==> src/rtl/core/srpwm_pkg.sv <==
`timescale 1ns / 1ps
`default_nettype none

package srpwm_pkg;

   localparam int CHANNELS = 32;
   localparam int CH_AW    = 5;
   localparam int PIX_AW   = 6;
   localparam int LEVEL_W  = 8;
   localparam int KIND_W   = 3;
   localparam int FRAME_W  = 32;
   localparam int STEP_OUT_W = 7;

   localparam logic [KIND_W-1:0] KIND_TICK   = 3'd0;
   localparam logic [KIND_W-1:0] KIND_WIDTH  = 3'd1;
   localparam logic [KIND_W-1:0] KIND_PIXEL  = 3'd2;
   localparam logic [KIND_W-1:0] KIND_FILL   = 3'd3;
   localparam logic [KIND_W-1:0] KIND_COMMIT = 3'd4;

   localparam logic [CH_AW-1:0] SCRAMBLE [CHANNELS] = '{
      5'd3,  5'd2,  5'd29, 5'd28, 5'd31, 5'd30, 5'd25, 5'd24,
      5'd27, 5'd26, 5'd21, 5'd20, 5'd23, 5'd22, 5'd17, 5'd16,
      5'd19, 5'd18, 5'd13, 5'd12, 5'd15, 5'd14, 5'd9,  5'd8,
      5'd11, 5'd10, 5'd5,  5'd4,  5'd7,  5'd6,  5'd1,  5'd0
   };
   localparam logic [CH_AW-1:0] ROW_CHAN [8] = '{
      5'd23, 5'd22, 5'd21, 5'd20, 5'd19, 5'd18, 5'd17, 5'd16
   };
   localparam logic [CH_AW-1:0] COL_CHAN [8] = '{
      5'd31, 5'd30, 5'd29, 5'd28, 5'd27, 5'd26, 5'd25, 5'd24
   };

   typedef enum logic [2:0] {
      ST_CLEAR,
      ST_IDLE,
      ST_FILL,
      ST_COPY,
      ST_FRAME,
      ST_EMIT
   } state_type;

   typedef struct packed {
      logic               sw_we;
      logic [CH_AW-1:0]   sw_waddr;
      logic [LEVEL_W-1:0] sw_wdata;
      logic               lw_we;
      logic [CH_AW-1:0]   lw_waddr;
      logic [LEVEL_W-1:0] lw_wdata;
      logic               sp_we;
      logic [PIX_AW-1:0]  sp_waddr;
      logic [LEVEL_W-1:0] sp_wdata;
      logic               lp_we;
      logic [PIX_AW-1:0]  lp_waddr;
      logic [LEVEL_W-1:0] lp_wdata;
      logic [CH_AW-1:0]   sw_raddr;
      logic [PIX_AW-1:0]  sp_raddr;
      logic [CH_AW-1:0]   lw_raddr;
      logic [PIX_AW-1:0]  lp_raddr;
   } store_cmd_type;

   typedef struct packed {
      logic [LEVEL_W-1:0] sw_q;
      logic [LEVEL_W-1:0] sp_q;
      logic [LEVEL_W-1:0] lw_q;
      logic [LEVEL_W-1:0] lp_q;
   } store_data_type;

   typedef struct packed {
      logic                  valid;
      logic [FRAME_W-1:0]    frame;
      logic [STEP_OUT_W-1:0] step;
      logic                  period_end;
   } emit_type;

endpackage

`default_nettype wire

==> src/rtl/core/srpwm_store.sv <==
`timescale 1ns / 1ps
`default_nettype none

module srpwm_store #(
   parameter int PIX_AW = 6
) (
   input  wire                        clock,
   input  srpwm_pkg::store_cmd_type   cmd,
   output srpwm_pkg::store_data_type  rd
);

   localparam int PIX_DEPTH = 2 ** PIX_AW;

   logic [srpwm_pkg::LEVEL_W-1:0] sw_mem [srpwm_pkg::CHANNELS];
   logic [srpwm_pkg::LEVEL_W-1:0] lw_mem [srpwm_pkg::CHANNELS];
   logic [srpwm_pkg::LEVEL_W-1:0] sp_mem [PIX_DEPTH];
   logic [srpwm_pkg::LEVEL_W-1:0] lp_mem [PIX_DEPTH];

   srpwm_pkg::store_data_type rd_ff;

   always_ff @(posedge clock) begin
      if (cmd.sw_we) begin
         sw_mem[cmd.sw_waddr] <= cmd.sw_wdata;
      end
      if (cmd.lw_we) begin
         lw_mem[cmd.lw_waddr] <= cmd.lw_wdata;
      end
      if (cmd.sp_we) begin
         sp_mem[cmd.sp_waddr[PIX_AW-1:0]] <= cmd.sp_wdata;
      end
      if (cmd.lp_we) begin
         lp_mem[cmd.lp_waddr[PIX_AW-1:0]] <= cmd.lp_wdata;
      end
      rd_ff.sw_q <= sw_mem[cmd.sw_raddr];
      rd_ff.lw_q <= lw_mem[cmd.lw_raddr];
      rd_ff.sp_q <= sp_mem[cmd.sp_raddr[PIX_AW-1:0]];
      rd_ff.lp_q <= lp_mem[cmd.lp_raddr[PIX_AW-1:0]];
   end

   assign rd = rd_ff;

endmodule

`default_nettype wire

==> src/rtl/core/srpwm_ctrl.sv <==
`timescale 1ns / 1ps
`default_nettype none

module srpwm_ctrl #(
   parameter int ROWS         = 8,
   parameter int COLS         = 8,
   parameter int ROW_STEPS    = 12,
   parameter int PERIOD_STEPS = 96
) (
   input  wire                                  clock,
   input  wire                                  reset,
   input  wire                                  req_valid,
   input  wire  [srpwm_pkg::KIND_W-1:0]         req_kind,
   input  wire  [srpwm_pkg::CH_AW-1:0]          req_channel,
   input  wire  [2:0]                           req_row,
   input  wire  [2:0]                           req_col,
   input  wire  [srpwm_pkg::LEVEL_W-1:0]        req_level,
   output logic                                 req_stall,
   input  wire                                  out_ready,
   output srpwm_pkg::emit_type                  emit,
   output srpwm_pkg::store_cmd_type             cmd,
   input  srpwm_pkg::store_data_type            rd
);

   localparam int PIX    = ROWS * COLS;
   localparam int SWEEP  = (PIX > srpwm_pkg::CHANNELS) ? PIX : srpwm_pkg::CHANNELS;
   localparam int CNT_W  = $clog2(SWEEP + 1);
   localparam int STEP_W = $clog2(PERIOD_STEPS);
   localparam int SUB_W  = (ROW_STEPS > 1) ? $clog2(ROW_STEPS) : 1;

   srpwm_pkg::state_type state_ff, state_in;
   logic [CNT_W-1:0]  cnt_ff, cnt_in;
   logic [CNT_W-1:0]  cnt_prev;
   logic [STEP_W-1:0] step_ff, step_in;
   logic [STEP_W-1:0] active_ff, active_in;
   logic [SUB_W-1:0]  sub_ff, sub_in;
   logic              pending_ff, pending_in;
   logic [srpwm_pkg::LEVEL_W-1:0] level_ff, level_in;
   logic [srpwm_pkg::CHANNELS-1:0] chan_ff, chan_in;
   logic [COLS-1:0]   col_ff, col_in;
   logic [COLS:0]     col_shift;
   logic              col_hit;
   logic [srpwm_pkg::CHANNELS-1:0] chan_on;
   logic [srpwm_pkg::FRAME_W-1:0]  frame_word;

   always_ff @(posedge clock) begin
      if (reset) begin
         state_ff   <= srpwm_pkg::ST_CLEAR;
         cnt_ff     <= '0;
         step_ff    <= '0;
         active_ff  <= '0;
         sub_ff     <= '0;
         pending_ff <= 1'b0;
      end else begin
         state_ff   <= state_in;
         cnt_ff     <= cnt_in;
         step_ff    <= step_in;
         active_ff  <= active_in;
         sub_ff     <= sub_in;
         pending_ff <= pending_in;
      end
   end

   always_ff @(posedge clock) begin
      level_ff <= level_in;
      chan_ff  <= chan_in;
      col_ff   <= col_in;
   end

   // Row and column channels override the width compare of their channel.
   always_comb begin
      chan_on    = chan_ff;
      frame_word = '0;
      for (int r = 0; r < ROWS; r++) begin
         chan_on[srpwm_pkg::ROW_CHAN[r]] = (32'(active_ff) != r);
      end
      for (int j = 0; j < COLS; j++) begin
         chan_on[srpwm_pkg::COL_CHAN[j]] = (32'(active_ff) < ROWS) && col_ff[j];
      end
      for (int c = 0; c < srpwm_pkg::CHANNELS; c++) begin
         frame_word[srpwm_pkg::SCRAMBLE[c]] = chan_on[c];
      end
   end

   always_comb begin
      state_in   = state_ff;
      cnt_in     = cnt_ff;
      step_in    = step_ff;
      active_in  = active_ff;
      sub_in     = sub_ff;
      pending_in = pending_ff;
      level_in   = level_ff;
      chan_in    = chan_ff;
      col_in     = col_ff;
      cmd        = '0;
      req_stall  = 1'b1;
      cnt_prev   = cnt_ff - 1'b1;
      col_hit    = 8'(sub_ff) < rd.lp_q;
      col_shift  = {col_hit, col_ff} >> 1;

      emit.valid      = 1'b0;
      emit.frame      = frame_word;
      emit.step       = 7'(step_ff);
      emit.period_end = (step_ff == STEP_W'(PERIOD_STEPS - 1));

      unique case (state_ff)
         srpwm_pkg::ST_CLEAR: begin
            cmd.sw_we    = cnt_ff < CNT_W'(srpwm_pkg::CHANNELS);
            cmd.lw_we    = cnt_ff < CNT_W'(srpwm_pkg::CHANNELS);
            cmd.sw_waddr = 5'(cnt_ff);
            cmd.lw_waddr = 5'(cnt_ff);
            cmd.sp_we    = cnt_ff < CNT_W'(PIX);
            cmd.lp_we    = cnt_ff < CNT_W'(PIX);
            cmd.sp_waddr = 6'(cnt_ff);
            cmd.lp_waddr = 6'(cnt_ff);
            cnt_in       = cnt_ff + 1'b1;
            if (cnt_ff == CNT_W'(SWEEP - 1)) begin
               state_in = srpwm_pkg::ST_IDLE;
               cnt_in   = '0;
            end
         end
         srpwm_pkg::ST_IDLE: begin
            req_stall = 1'b0;
            if (req_valid) begin
               unique case (req_kind)
                  srpwm_pkg::KIND_TICK: begin
                     cnt_in = '0;
                     if (step_ff == '0 && pending_ff) begin
                        state_in = srpwm_pkg::ST_COPY;
                     end else begin
                        state_in = srpwm_pkg::ST_FRAME;
                     end
                  end
                  srpwm_pkg::KIND_WIDTH: begin
                     cmd.sw_we    = 1'b1;
                     cmd.sw_waddr = req_channel;
                     cmd.sw_wdata = req_level;
                  end
                  srpwm_pkg::KIND_PIXEL: begin
                     cmd.sp_we    = (32'(req_row) < ROWS) && (32'(req_col) < COLS);
                     cmd.sp_waddr = 6'(32'(req_row) * COLS + 32'(req_col));
                     cmd.sp_wdata = req_level;
                  end
                  srpwm_pkg::KIND_FILL: begin
                     level_in = req_level;
                     cnt_in   = '0;
                     state_in = srpwm_pkg::ST_FILL;
                  end
                  srpwm_pkg::KIND_COMMIT: begin
                     pending_in = 1'b1;
                  end
                  default: begin
                  end
               endcase
            end
         end
         srpwm_pkg::ST_FILL: begin
            cmd.sp_we    = 1'b1;
            cmd.sp_waddr = 6'(cnt_ff);
            cmd.sp_wdata = level_ff;
            cnt_in       = cnt_ff + 1'b1;
            if (cnt_ff == CNT_W'(PIX - 1)) begin
               state_in = srpwm_pkg::ST_IDLE;
               cnt_in   = '0;
            end
         end
         srpwm_pkg::ST_COPY: begin
            cmd.sw_raddr = 5'(cnt_ff);
            cmd.sp_raddr = 6'(cnt_ff);
            if (cnt_ff != '0) begin
               cmd.lw_we    = cnt_prev < CNT_W'(srpwm_pkg::CHANNELS);
               cmd.lw_waddr = 5'(cnt_prev);
               cmd.lw_wdata = rd.sw_q;
               cmd.lp_we    = cnt_prev < CNT_W'(PIX);
               cmd.lp_waddr = 6'(cnt_prev);
               cmd.lp_wdata = rd.sp_q;
            end
            cnt_in = cnt_ff + 1'b1;
            if (cnt_ff == CNT_W'(SWEEP)) begin
               state_in   = srpwm_pkg::ST_FRAME;
               cnt_in     = '0;
               pending_in = 1'b0;
            end
         end
         srpwm_pkg::ST_FRAME: begin
            cmd.lw_raddr = 5'(cnt_ff);
            cmd.lp_raddr = 6'(32'(active_ff) * COLS + 32'(cnt_ff));
            if (cnt_ff != '0) begin
               chan_in = {9'(step_ff) < 9'(rd.lw_q), chan_ff[srpwm_pkg::CHANNELS-1:1]};
               if (cnt_prev < CNT_W'(COLS)) begin
                  col_in = col_shift[COLS-1:0];
               end
            end
            cnt_in = cnt_ff + 1'b1;
            if (cnt_ff == CNT_W'(srpwm_pkg::CHANNELS)) begin
               state_in = srpwm_pkg::ST_EMIT;
               cnt_in   = '0;
            end
         end
         srpwm_pkg::ST_EMIT: begin
            emit.valid = out_ready;
            if (out_ready) begin
               state_in = srpwm_pkg::ST_IDLE;
               if (step_ff == STEP_W'(PERIOD_STEPS - 1)) begin
                  step_in   = '0;
                  sub_in    = '0;
                  active_in = '0;
               end else begin
                  step_in = step_ff + 1'b1;
                  if (sub_ff == SUB_W'(ROW_STEPS - 1)) begin
                     sub_in    = '0;
                     active_in = active_ff + 1'b1;
                  end else begin
                     sub_in = sub_ff + 1'b1;
                  end
               end
            end
         end
      endcase
   end

endmodule

`default_nettype wire

==> src/rtl/core/shift_register_pwm_matrix_frames.sv <==
`timescale 1ns / 1ps
`default_nettype none

// Channel   Direction  Handshake             Payload
// req       in         req_valid/req_stall   kind, channel, row, col, level
// rsp       out        rsp_valid/rsp_stall   frame, step, period_end
//
// Width, pixel and commit words act in idle; a fill writes every pixel entry.
// A tick reads the live width memory one channel at a time through its single
// read port; a tick that applies a commit first copies staged data to live.
// After reset a clearing pass over every memory entry holds req_stall.
// The result register lets the next word in while a frame waits on rsp_stall.

module shift_register_pwm_matrix_frames #(
   parameter int ROWS         = 8,
   parameter int COLS         = 8,
   parameter int ROW_STEPS    = 12,
   parameter int PERIOD_STEPS = 96
) (
   input  wire                                   clock,
   input  wire                                   reset,
   input  wire                                   req_valid,
   output logic                                  req_stall,
   input  wire  [srpwm_pkg::KIND_W-1:0]          req_kind,
   input  wire  [srpwm_pkg::CH_AW-1:0]           req_channel,
   input  wire  [2:0]                            req_row,
   input  wire  [2:0]                            req_col,
   input  wire  [srpwm_pkg::LEVEL_W-1:0]         req_level,
   output logic                                  rsp_valid,
   input  wire                                   rsp_stall,
   output logic [srpwm_pkg::FRAME_W-1:0]         rsp_frame,
   output logic [srpwm_pkg::STEP_OUT_W-1:0]      rsp_step,
   output logic                                  rsp_period_end
);

   localparam int PIX    = ROWS * COLS;
   localparam int PIX_AW = (PIX > 1) ? $clog2(PIX) : 1;

   srpwm_pkg::store_cmd_type  cmd;
   srpwm_pkg::store_data_type rd;
   srpwm_pkg::emit_type       emit;

   logic out_ready;
   logic rsp_valid_ff, rsp_valid_in;
   logic [srpwm_pkg::FRAME_W-1:0]    rsp_frame_ff;
   logic [srpwm_pkg::STEP_OUT_W-1:0] rsp_step_ff;
   logic                             rsp_period_end_ff;

   srpwm_ctrl #(
      .ROWS         (ROWS),
      .COLS         (COLS),
      .ROW_STEPS    (ROW_STEPS),
      .PERIOD_STEPS (PERIOD_STEPS)
   ) u_ctrl (
      .clock       (clock),
      .reset       (reset),
      .req_valid   (req_valid),
      .req_kind    (req_kind),
      .req_channel (req_channel),
      .req_row     (req_row),
      .req_col     (req_col),
      .req_level   (req_level),
      .req_stall   (req_stall),
      .out_ready   (out_ready),
      .emit        (emit),
      .cmd         (cmd),
      .rd          (rd)
   );

   srpwm_store #(
      .PIX_AW (PIX_AW)
   ) u_store (
      .clock (clock),
      .cmd   (cmd),
      .rd    (rd)
   );

   assign out_ready = !rsp_valid_ff || !rsp_stall;

   always_comb begin
      rsp_valid_in = rsp_valid_ff;
      if (emit.valid) begin
         rsp_valid_in = 1'b1;
      end else if (!rsp_stall) begin
         rsp_valid_in = 1'b0;
      end
   end

   always_ff @(posedge clock) begin
      if (reset) begin
         rsp_valid_ff <= 1'b0;
      end else begin
         rsp_valid_ff <= rsp_valid_in;
      end
   end

   always_ff @(posedge clock) begin
      if (emit.valid) begin
         rsp_frame_ff      <= emit.frame;
         rsp_step_ff       <= emit.step;
         rsp_period_end_ff <= emit.period_end;
      end
   end

   assign rsp_valid      = rsp_valid_ff;
   assign rsp_frame      = rsp_frame_ff;
   assign rsp_step       = rsp_step_ff;
   assign rsp_period_end = rsp_period_end_ff;

endmodule

`default_nettype wire

==> config.mk <==
export PLATFORM = sky130hd
export DESIGN_NAME = shift_register_pwm_matrix_frames
export DESIGN_NICKNAME = d
export VERILOG_FILES = /design/src/rtl/core/srpwm_pkg.sv /design/src/rtl/core/srpwm_store.sv /design/src/rtl/core/srpwm_ctrl.sv /design/src/rtl/core/shift_register_pwm_matrix_frames.sv
export SDC_FILE = /design/constraint.sdc
export NUM_CORES = 2
export LEC_CHECK = 0
export BUFFER_PORTS_ARGS = -buffer_cell sky130_fd_sc_hd__buf_2
export CAP_MARGIN = 25
export CORE_UTILIZATION = 63
export CTS_CLUSTER_SIZE = 30
export DETAILED_ROUTE_END_ITERATION = 8
export PLACE_DENSITY_LB_ADDON = 0.2
export SLEW_MARGIN = 20
export SYNTH_ARGS = -nofsm -noshare
export SYNTH_HDL_FRONTEND = slang
export SYNTH_SLANG_ARGS = --single-unit
==> constraint.sdc <==
create_clock -name clock -period 7.3 [get_ports clock]
set_input_delay 1.46 -clock clock [delete_from_list [all_inputs] [get_ports clock]]
set_output_delay 1.46 -clock clock [all_outputs]
set_load 0.01 [all_outputs]
==> results.txt <==
----------------------------------------------------
[Clock tree]
  Sink Count ... 1686
  Worst-Skew Late Latency ... 0.79 ns
  CTS tree ... yes
  Clock root buffer ... sky130_fd_sc_hd__clkbuf_16
  CTS Buf Count ... 163
  Register clock-pin slew on the reported worst setup and hold paths ... 0.06 ns
  Number of hold buffers added after CTS ... 0
  Maximum clock insertion buffer count ... 3
  Number of buffers inserted by post-CTS setup repair ... 0
  Post-CTS resize count ... 0
  H-tree Lvls ... 4

[Synthesis]
  Sequential area share after synthesis ... 0.7343
  Cell count after synthesis ... 4972
  Largest area contributor in the netlist ... sky130_fd_sc_hd__edfxtp_1
  FF+latch count, synth ... 1686
  Top cells by instance count after synthesis ... sky130_fd_sc_hd__edfxtp_1, sky130_fd_sc_hd__nand2_1, sky130_fd_sc_hd__nor2_1
  Fraction of registers with async set/reset ... 0
  Distinct cell type count of the synthesized netlist ... 89
  Most common flop cell mapped by yosys ... sky130_fd_sc_hd__edfxtp_1
  Number of warnings issued by yosys ... 0
  Number of enable flip-flop cells after synthesis ... 1624
  Share of the synthesized area in the top cell type ... 0.7161
  Mean instance size in the synthesized netlist ... 13.70 µm²
  Biggest area contributors in the synthesized netlist ... sky130_fd_sc_hd__edfxtp_1, sky130_fd_sc_hd__nand2_1, sky130_fd_sc_hd__nor2_1
  Net count after synthesis ... 5019
  Cell area after synthesis ... 68100 µm²
  Most numerous cell in the Yosys netlist ... sky130_fd_sc_hd__edfxtp_1

[Die]
  Die Height ... 330.8 µm
  Die width ... 330.8 µm
  Top Ports ... 68
  Standard cell core area ... 107100 µm²
  Die footprint ... 109400 µm²
  Starting Density ... 0.6362
  Floorplan row count ... 120

[Route]
  Total Wirelength ... 178100 µm
  First-pass DRT Iterations ... 7
  First DRT Iteration DRCs ... 6519
  Wire per inst ... 27.28 µm
  Routed via count ... 43.55k
  Count of nets left with antenna violations after detail routing ... 0
  DRC errors left ... 0
  Via density ... 6.669

[Cells and area]
  Area occupied by registers ... 50020 µm²
  Final standard cell utilization of the core ... 0.7003
  Share of layout cells above drive strength 1 ... 0.09854
  Fill count ... 7095
  Layout-stage area growth over the synthesis result ... 10.09%
  Area taken by multi-input logic gates ... 16680 µm²
  Count of nets after finishing ... 5034

[Timing]
  Setup total negative slack ... 0 ns
  Count of final max-slew check failures ... 0
  Slack of the critical path ... 2.762 ns
  Achievable clock frequency ... 220.3 MHz
  Final critical-path required period ... 4.538 ns
  Unrepaired setup endpoints after global routing ... no
  Final Hold Violating Endpoints ... 0
  Skew final ... 0.03098 ns
  Relative slew slack ... 0.2899
  Worst slew pin tran ... 1.061 ns
  Portion of the clock cycle consumed by the worst path in the final layout ... 0.6217
  Final setup viols ... 0

[Global route]
  First-pass GRT wire length ... 261900 µm
  Total routing usage reported by global routing ... 0.3261
  Vias in the first global route ... 41.67k
  Global route overflow ... 0
  Antenna violations before repair ... 7
  Maximum number of pins on one net before global-route repair ... 191

[Placed design]
  Global placer's final weighted congestion ... 0.9124
  Post-DP HPWL ... 105700 µm
  Worst setup slack after placement ... 2.574 ns
  Count of buffers inserted at the top-level ports ... 67

[Critical path]
  CP arrival ... 5.12 ns
  Critical path class ... flip-flop to flip-flop
  Nature of the critical path startpoint ... flip-flop
  Sort of element at the end of the critical path ... flip-flop
  Critical path peak fanout ... 190
  Required time of the worst setup path ... 7.88 ns

[Flow run]
  Max-cap violation count ... 0

[Power and ir drop]
  Peak VDD IR ... 227.5 µV
  Leak pwr ... 0.02648 µW
  Cell area power density ... 255.8 nW/µm²

[Run status]
  Result of the run ... completed

[Min path]
  Classification of the worst-slack hold path ... flip-flop to flip-flop

----------------------------------------------------
-- power breakdown --
part / switching [µW] / internal (µW)
logic: 332 / 134
clock network: 3540 / 4600
registers: 44.3 / 10500
total: 3910 / 15300
-- critical path: stages (launching register included) --
cell,delay (ns)
sky130_fd_sc_hd__dfxtp_4,0.70
sky130_fd_sc_hd__buf_4,0.67
sky130_fd_sc_hd__buf_12,0.72
sky130_fd_sc_hd__nand4b_4,0.28
sky130_fd_sc_hd__buf_4,0.32
sky130_fd_sc_hd__buf_4,0.39
sky130_fd_sc_hd__nand2_1,0.18
sky130_fd_sc_hd__a21oi_1,0.07
sky130_fd_sc_hd__o21ai_0,0.30
sky130_fd_sc_hd__nand3_1,0.14
sky130_fd_sc_hd__a21oi_1,0.35
sky130_fd_sc_hd__a21oi_1,0.11
-- kinds of logic (layout without fill, tap and decap cells) --
kind of cell             Yosys count  count (layout)  share of synthesized area
AND/OR/NAND/NOR                 1705            1705                     0.1083
flip-flops                      1686            1686                     0.7343
AO/OA/AOI/OAI                    990             990                    0.09605
buffers and inverters            365             518                    0.02293
multiplexers                     179             179                    0.03110
XOR/XNOR                          26              26                   0.003344
adder cells (fa/ha/maj)           21              21                   0.003968
other                              0               2                          0
-- per-stage QoR --
stage          instance area, µm²  power [µW]  hold slack, ns  cells
2_1_floorplan               68100       11050          0.4003   4972
3_3_place_gp                69700       11220          0.4013   6216
3_5_place_dp                69710       11220          0.4045   6217
4_1_cts                     74880       19200          0.4135   6520
5_1_grt                     74970       19590          0.4212   6528
6_report                    74970       19180          0.4148   6530
-- metal layers --
metal,GRT usage,routed length (µm),up-vias,part of all wire
li1,-,-,18890,-
met5,0,93,-,0.00052
met3,0.07606,21040,465,0.12
met1,0.4576,68020,21290,0.38
met2,0.4980,81810,2892,0.46
met4,0.1318,7156,12,0.040
-- layout make-up --
class,instances,share of cell area
Sequential cell,1686,0.6671
Multi-Input combinational cell,2921,0.2225
Clock buffer,231,0.06168
Tap cell,1403,0.02341
Timing Repair Buffer,169,0.01569
Clock inverter,72,0.007193
Inverter,46,0.002320
Antenna cell,2,0.00006675
-- sequential cells by signal (all words and copies together), names as in the netlist, 8 cells and up --
signal and cells:
u_ctrl.col_ff 8, u_store.lw_mem 256, u_store.sw_mem 256, rsp_frame 32
u_ctrl.chan_ff 32, u_store.rd 32, u_store.lp_mem 512, u_store.sp_mem 512
u_ctrl.level_ff 8
-- layout by cell type (no fill, tap or decap), drive strengths merged, types with 50 or more instances in the layout --
cell type  instances
nor2             560
o221ai            66
nand3            202
a211oi            85
buf              169
clkbuf           231
o22ai            119
o21ai            184
edfxtp          1624
clkinv            61
nor3              70
mux2i            134
nand2            681
inv               50
a21oi            233
dfxtp             62
-- path summary, 6_finish.rpt --
kind,end,cells past startpoint,startpoint,slack (ns)
max reg2reg,u_store.rd[31],11,u_ctrl.cnt_ff[0],2.76
min reg2reg,u_ctrl.chan_ff[29],0,u_ctrl.chan_ff[30],0.41
min,u_ctrl.chan_ff[29],0,u_ctrl.chan_ff[30],0.41
max,u_store.rd[31],11,u_ctrl.cnt_ff[0],2.76
Note: power is estimated with default switching activity, not from simulation.
